<file path="src/rana_pkg.sv">
// Shared types and codes for the rational arithmetic normalize block.
// Used by the controller, the datapath and the top level; no dependencies.
`timescale 1ns / 1ps
`default_nettype none
package rana_pkg;

    // Operation codes on the input channel
    localparam logic [1:0] CMD_ADD = 2'd0;
    localparam logic [1:0] CMD_SUB = 2'd1;
    localparam logic [1:0] CMD_MUL = 2'd2;
    localparam logic [1:0] CMD_DIV = 2'd3;

    // Result status codes
    localparam logic [1:0] STS_OK       = 2'd0;
    localparam logic [1:0] STS_ZERO_DEN = 2'd1;
    localparam logic [1:0] STS_DIV_ZERO = 2'd2;
    localparam logic [1:0] STS_OVERFLOW = 2'd3;

    // Datapath operations issued by the controller
    typedef logic [3:0] t_dp_op;
    localparam t_dp_op DP_NOP   = 4'd0;
    localparam t_dp_op DP_LOAD  = 4'd1;
    localparam t_dp_op DP_MUL0  = 4'd2;
    localparam t_dp_op DP_MUL1  = 4'd3;
    localparam t_dp_op DP_MUL2  = 4'd4;
    localparam t_dp_op DP_ADD   = 4'd5;
    localparam t_dp_op DP_GCD2  = 4'd6;
    localparam t_dp_op DP_GCDU  = 4'd7;
    localparam t_dp_op DP_GCDR  = 4'd8;
    localparam t_dp_op DP_DIVI  = 4'd9;
    localparam t_dp_op DP_DIV   = 4'd10;
    localparam t_dp_op DP_OUT   = 4'd11;

    // Datapath status seen by the controller
    typedef struct packed {
        logic err;        // early error captured at load
        logic zero_num;   // numerator sum is zero
        logic both_even;  // GCD: common factor of two remains
        logic u_even;     // GCD: u still even
        logic v_zero;     // GCD: reduction finished
        logic div_last;   // last division step
    } t_dp_sts;

endpackage
`default_nettype wire

</file>
<file path="src/rana_ctrl.sv">
// Sequencer for the rational arithmetic normalize block.
// Depends on rana_pkg; drives datapath operations and both handshakes.
`timescale 1ns / 1ps
`default_nettype none
module rana_ctrl
    import rana_pkg::*;
(
    input  wire     i_clk,
    input  wire     i_rst_n,
    input  wire     i_valid,
    output logic    o_stall,
    output logic    o_valid,
    input  wire     i_stall,
    input  t_dp_sts i_sts,
    output t_dp_op  o_op
);

    localparam logic [3:0] S_IDLE = 4'd0;
    localparam logic [3:0] S_MUL0 = 4'd1;
    localparam logic [3:0] S_MUL1 = 4'd2;
    localparam logic [3:0] S_MUL2 = 4'd3;
    localparam logic [3:0] S_ADD  = 4'd4;
    localparam logic [3:0] S_GCD2 = 4'd5;
    localparam logic [3:0] S_GCDU = 4'd6;
    localparam logic [3:0] S_GCDR = 4'd7;
    localparam logic [3:0] S_DIV  = 4'd8;
    localparam logic [3:0] S_DONE = 4'd9;

    logic [3:0] r_state, n_state;
    logic       r_valid, n_valid;

    // Sequence the operations of one transaction
    always_comb begin
        n_state = r_state;
        o_op    = DP_NOP;
        unique case (r_state)
            S_IDLE: begin
                if (i_valid) begin
                    o_op    = DP_LOAD;
                    n_state = S_MUL0;
                end
            end
            S_MUL0: begin
                if (i_sts.err) begin
                    n_state = S_DONE;
                end else begin
                    o_op    = DP_MUL0;
                    n_state = S_MUL1;
                end
            end
            S_MUL1: begin
                o_op    = DP_MUL1;
                n_state = S_MUL2;
            end
            S_MUL2: begin
                o_op    = DP_MUL2;
                n_state = S_ADD;
            end
            S_ADD: begin
                o_op    = DP_ADD;
                n_state = S_GCD2;
            end
            S_GCD2: begin
                if (i_sts.zero_num) begin
                    n_state = S_DONE;
                end else if (i_sts.both_even) begin
                    o_op = DP_GCD2;
                end else begin
                    n_state = S_GCDU;
                end
            end
            S_GCDU: begin
                if (i_sts.u_even) begin
                    o_op = DP_GCDU;
                end else begin
                    n_state = S_GCDR;
                end
            end
            S_GCDR: begin
                if (i_sts.v_zero) begin
                    o_op    = DP_DIVI;
                    n_state = S_DIV;
                end else begin
                    o_op = DP_GCDR;
                end
            end
            S_DIV: begin
                o_op = DP_DIV;
                if (i_sts.div_last) begin
                    n_state = S_DONE;
                end
            end
            S_DONE: begin
                if (!r_valid || !i_stall) begin
                    o_op    = DP_OUT;
                    n_state = S_IDLE;
                end
            end
            default: n_state = S_IDLE;
        endcase
    end

    // Hold the result valid until the receiver takes it
    always_comb begin
        n_valid = r_valid;
        if (r_valid && !i_stall) begin
            n_valid = 1'b0;
        end
        if (o_op == DP_OUT) begin
            n_valid = 1'b1;
        end
    end

    always_ff @(posedge i_clk) begin
        if (!i_rst_n) begin
            r_state <= S_IDLE;
            r_valid <= 1'b0;
        end else begin
            r_state <= n_state;
            r_valid <= n_valid;
        end
    end

    assign o_stall = (r_state != S_IDLE);
    assign o_valid = r_valid;

endmodule
`default_nettype wire

</file>
<file path="config.mk">
export PLATFORM = sky130hd
export DESIGN_NAME = rana_ctrl
export DESIGN_NICKNAME = d
export VERILOG_FILES = /design/src/rana_pkg.sv /design/src/rana_ctrl.sv
export SDC_FILE = /design/constraint.sdc
export NUM_CORES = 1
export LEC_CHECK = 0
export ABC_AREA = 1
export BUFFER_PORTS_ARGS = -buffer_cell sky130_fd_sc_hd__buf_2
export CORE_AREA = 2 2 39 41
export CTS_CLUSTER_SIZE = 24
export DETAILED_ROUTE_END_ITERATION = 10
export DIE_AREA = 0 0 41 43
export PLACE_DENSITY = 0.73
export SYNTH_ARGS = -nofsm -noshare
export SYNTH_HDL_FRONTEND = slang
export SYNTH_SLANG_ARGS = --single-unit
</file>
<file path="constraint.sdc">
create_clock -name i_clk -period 2.9 [get_ports i_clk]
set_clock_uncertainty 0.15 [all_clocks]
set_input_delay 0.87 -clock i_clk [delete_from_list [all_inputs] [get_ports i_clk]]
set_output_delay 0.87 -clock i_clk [all_outputs]
set_load 0.005 [all_outputs]
</file>
==> results.toml, run 1 <==
[die]
rows = 14
initial_utilization_pct = 36.3
die_y_um = 43
io_pins = 16
dieArea_sq_um = 1760
coreArea_sq_um = 1380
die_x_um = 41

[final_layout]
area_growth_pct = 24.2
fillCellCount = 157
fin_cells = 129
num_antenna_cells = 0
fin_nets = 124
final_util_pct = 45.0
drive_gt1_share_pct = 26.5

[synth]
synth.top_cell.area_share_pct = 21.7
synthCells = 94
syn_area_per_cell_sq_um = 5.34
ys_types = 15
synth_top_area_cell = "nand2_1"
ys_seq_elements = 5
synthesis.nets = 104
yosysWarningCount = 0
seq_area_frac_synth_pct = 20.0
synth_area_leaders = "nand2_1, dfxtp_1, nand3_1"
syn_area_sq_um = 502

[power]
pwr-share-comb_pct = 61.0
power_frac_seq_pct = 24.5
p_switching_uw = 274
ir_worst_vdd_v = 0.000406
clock_power_share_pct = 14.5
power_density_nw_per_um2 = 884
p_int_uw = 277
sw_frac_of_total_pct = 49.7
leakagePower_nw = 0.375

[sta]
setup_slack_ns = 0.345
max_freq_mhz = 391
hold_slack_ns = 0.381
rsz0062_at_grt = "no"
max-slew-margin-rel_pct = 80.1
setup_tns_ns = 0
setup_violations = 0
layout_min_cycle_time_ns = 2.55
drv_slew = 0
layout_worst_path_cycle_share_pct = 88.1
worst_slew_pin_slew_ns = 0.299
final_hold_viol_count = 0

[worst_setup_path]
critPathKind = "input port to primary output"
crit_end = "o_op[1]"
crit_start = "i_sts[4]"
startpoint_type = "input port"
cp_max_fo = 4
end_kind = "primary output"
regToRegEndpoint = "r_state[1]$_SDFFE_PN0P_"
crit_arrival_ns = 1.53
worstRegToRegCells = 9
r2r_start = "r_state[2]$_SDFFE_PN0P_"
worst-r2r-setup-slack_ns = 1.40
crit_required_ns = 1.88

[place]
place_congestion = 0.844
post-place-ws_ns = 0.363
dp_hpwl_um = 991
io_buffers = 15
place_inst = 125

[clock_tree]
clk-insertion-delay-late_ns = 0.24
cts-root-buf = "clkbuf_4"
hold_buffers = 0
clock_path_buffers = 2
clock-sinks = 5
clk_pin_slew_ns = 0.04
cts_tree = "done"
cts_setup_buffers = 0
cts_buffers = 3
htree_levels = 1
cts_resized = 0

[global_routing]
grt_pass1_vias = 554
grt_use_met3_pct = 6.28
overflow = 0
grt_first_pass_wirelength_mm = 2.12
grt_max_degree = 9
grtUsageMet1_pct = 23.5
antenna_found_initial = 0
grt_use_met2_pct = 25.3
top_usage_layer = "met2"
grt_usage_pct = 17.3

[job]
cap_viol_max_count = 0

[routing]
wl_mm = 1.22
route.vias.total = 614
first_pass_iters = 4
ant_nets = 0
viasPerCell = 4.76
drt_iter0_drc = 16
drc_errors = 0
wl_per_cell_um = 9.46

[min_path]
hold_path.class = "flip-flop to flip-flop"

[run_status]
status = "finished, final reports clean"
[power groups by stage]
stage / combinational, mW / clock, mW / sequential, mW
finish: 0.336 / 0.0800 / 0.135
CTS: 0.337 / 0.0838 / 0.134
detailed placement: 0.335 / 0 / 0.135
floorplan: 0.246 / 0 / 0.124
global route: 0.382 / 0.0870 / 0.140
global placement: 0.332 / 0 / 0.134
[worst max-delay path, stage by stage]
cell      delay, ns
buf_2          0.12
nor2_1         0.11
nand3_1        0.11
nand2_1        0.09
inv_2          0.05
nand3b_1       0.07
buf_2          0.11
[cell usage in the layout, fill, tap and decap left out, types with 2 or more instances in the layout]
master,n
nand2_1,29
nor2_1,15
buf_2,15
nand3_1,12
inv_1,11
dfxtp_1,5
inv_2,4
nor2_2,4
a21oi_1,4
clkbuf_4,3
o21ai_0,2
o21ai_2,2
nand3b_1,2
[state kept, by name (all words and copies together) (netlist names)]
name,flops
r_state,4
o_valid,1
[stage by stage]
step | instance area, sq um | total power [mW]
after global routing | 623 | 0.609
after global placement | 597 | 0.467
final | 623 | 0.551
after CTS | 623 | 0.554
after detailed placement | 597 | 0.469
after floorplan | 502 | 0.370
[metal layers]
layer	vias up	share of wire [%]
met3	0	4.0
met2	12	49
met4	0	0
met5	-	0
li1	336	-
met1	266	47
[final cells by class]
cell class	count	area, sq um	share of cell area (%)
multi-input cells	74	345	55.4
flip-flops and latches	5	100	16.1
repair buffers	15	75.1	12.0
inverters	15	56.3	9.04
clock buffers	4	26.3	4.22
well taps	16	20.0	3.21
[how the worst min path moves through the flow]
stage / from / to / slack, ns / cells after the start
global route: o_valid$_SDFFE_PN0P_ / o_valid$_SDFFE_PN0P_ / 0.43 / 2
floorplan: o_valid$_SDFFE_PN0P_ / o_valid$_SDFFE_PN0P_ / 0.37 / 2
global placement: o_valid$_SDFFE_PN0P_ / o_valid$_SDFFE_PN0P_ / 0.37 / 2
finish: o_valid$_SDFFE_PN0P_ / o_valid$_SDFFE_PN0P_ / 0.38 / 2
detailed placement: o_valid$_SDFFE_PN0P_ / o_valid$_SDFFE_PN0P_ / 0.38 / 2
CTS: o_valid$_SDFFE_PN0P_ / o_valid$_SDFFE_PN0P_ / 0.39 / 2
[cells by family after synthesis]
logic type | count (synthesis) | share of synthesized area, %
AO/OA/AOI/OAI | 8 | 9.48
buffers and inverters | 15 | 11.2
AND/OR/NAND/NOR | 66 | 59.3
flip-flops | 5 | 20.0
[synthesized netlist by cell type]
| cell | count |
|---|---|
| a21oi_1 | 4 |
| dfxtp_1 | 5 |
| inv_1 | 11 |
| inv_2 | 4 |
| nand2_1 | 29 |
| nand3_1 | 12 |
| nand3_2 | 1 |
| nand3b_1 | 2 |
| nand4_1 | 1 |
| nor2_1 | 15 |
| nor2_2 | 4 |
| nor2_4 | 1 |
| nor3_1 | 1 |
| o21ai_0 | 2 |
| o21ai_2 | 2 |
Note: power is estimated with default switching activity, not from simulation.
==> run 2, diff against run 1 <==
--- a/config.mk
+++ b/config.mk
@@ -8,6 +8,7 @@
 export ABC_AREA = 1
 export BUFFER_PORTS_ARGS = -buffer_cell sky130_fd_sc_hd__buf_2
 export CORE_AREA = 2 2 39 41
+export CTS_BUF_LIST = sky130_fd_sc_hd__clkbuf_2
 export CTS_CLUSTER_SIZE = 24
 export DETAILED_ROUTE_END_ITERATION = 10
 export DIE_AREA = 0 0 41 43
==> results.toml, run 2 (synthesis results as in run 1) <==
[sta]
max_freq_mhz = 392
worst_slew_pin_slew_ns = 0.308
layout_worst_path_cycle_share_pct = 88.1
setup_tns_ns = 0
layout_min_cycle_time_ns = 2.55
final_hold_viol_count = 0
rsz0062_at_grt = "no"
setup_violations = 0
max-slew-margin-rel_pct = 79.4
drv_slew = 0

[final_layout]
fin_nets = 124
top_register = "r_state"
num_antenna_cells = 0
fin_area_sq_um = 617
final_common_cell = "nand2_1"
multi_input_area_sq_um = 345
final_cell_mix = "nand2_1, nor2_1, buf_2"
fillCellCount = 157
largest_reg_flops = 4
final_util_pct = 44.6
drive_gt1_share_pct = 27.4
register_area_sq_um = 100
area_growth_pct = 22.9

[clock_tree]
cts_tree = "done"
clock-sinks = 5
cts_buffers = 3
clk_pin_slew_ns = 0.06
cts_setup_buffers = 0
cts-root-buf = "clkbuf_2"
htree_levels = 1
hold_buffers = 0
cts_resized = 0
clock_path_buffers = 2
clk-insertion-delay-late_ns = 0.22

[power]
pwr-share-comb_pct = 62.6
power_frac_seq_pct = 25.1
p_switching_uw = 276
clock_power_share_pct = 12.2
sw_frac_of_total_pct = 51.4
leakagePower_nw = 0.376
p_int_uw = 261
ir_worst_vdd_v = 0.000362
power_density_nw_per_um2 = 871

[global_routing]
grt_first_pass_wirelength_mm = 2.12
grt_pass1_vias = 554
overflow = 0
grt_max_degree = 9
antenna_found_initial = 0
grt_usage_pct = 17.3

[routing]
first_pass_iters = 4
drc_errors = 0
wl_mm = 1.23
viasPerCell = 4.71
ant_nets = 0
route.vias.total = 607
wl_per_cell_um = 9.53
drt_iter0_drc = 14

[worst_setup_path]
slowest_delay_ns = 0.12
end_kind = "primary output"
worstRegToRegCells = 9
timing.critical_path.mode_cell = "buf_2"
cp_max_fo = 4
crit_arrival_ns = 1.53
cp_slowest_cell = "buf_2"
startpoint_type = "input port"
crit_required_ns = 1.88
critPathKind = "input port to primary output"
cp_cell_sequence = "buf_2, nor2_1, nand3_1, nand2_1, inv_2, nand3b_1, buf_2"
worst-r2r-setup-slack_ns = 1.40

[place]
dp_hpwl_um = 991
placed_cell_area_sq_um = 597
io_buffers = 15
place_congestion = 0.844

[min_path]
hold_path.class = "flip-flop to flip-flop"
hold_depth = 2

[job]
cap_viol_max_count = 0

[die]
die_y_um = 43
rows = 14
coreArea_sq_um = 1380
die_x_um = 41
dieArea_sq_um = 1760
io_pins = 16
initial_utilization_pct = 36.3

[run_status]
status = "finished, final reports clean"
==> run 2: cell count changes in the layout (fill, tap and decap cells not counted) <==
cell / before / now
clkbuf_2: 0 / 4
clkbuf_4: 3 / 0
clkbuf_1: 1 / 0
==> run 2: worst max-delay path: cells and delay by family <==
kind | cells | cell delay [ns]
simple gates | 4 | 0.38
buf+inv | 3 | 0.28
==> run 2: layer usage <==
layer	vias to the layer above	track usage (%)	part of all wire, %
li1	336	-	-
met1	263	23.5	48
met2	8	25.3	48
met3	0	6.28	3.5
met4	0	4.00	0
met5	-	0	0
==> run 2: final cells by class <==
type | instances | area share [%]
multi-input cells | 74 | 56.0
flip-flops and latches | 5 | 16.2
repair buffers | 15 | 12.2
inverters | 15 | 9.13
clock buffers | 4 | 3.25
well taps | 16 | 3.25
==> run 2: power groups by stage <==
| stage | registers [mW] | logic, mW | clock network, mW |
|---|---|---|---|
| finish | 0.135 | 0.336 | 0.0658 |
| global route | 0.140 | 0.382 | 0.0705 |
| CTS | 0.133 | 0.337 | 0.0690 |
| detailed placement | 0.135 | 0.335 | 0 |
| global placement | 0.134 | 0.332 | 0 |
| floorplan | 0.124 | 0.246 | 0 |
==> run 2: final timing paths <==
check	start	to
worst min-delay path	o_valid$_SDFFE_PN0P_	o_valid$_SDFFE_PN0P_
worst min register to register	o_valid$_SDFFE_PN0P_	o_valid$_SDFFE_PN0P_
worst max-delay path	i_sts[4]	o_op[1]
worst max register to register	r_state[2]$_SDFFE_PN0P_	r_state[1]$_SDFFE_PN0P_
==> run 2: stage by stage <==
step | instances | setup slack [ns] | total power, mW | hold slack (ns)
2_1_floorplan | 94 | 0.626 | 0.370 | 0.367
3_3_place_gp | 125 | 0.374 | 0.467 | 0.374
3_5_place_dp | 125 | 0.363 | 0.469 | 0.380
4_1_cts | 129 | 0.360 | 0.539 | 0.389
5_1_grt | 129 | 0.257 | 0.593 | 0.433
6_report | 129 | 0.346 | 0.537 | 0.383
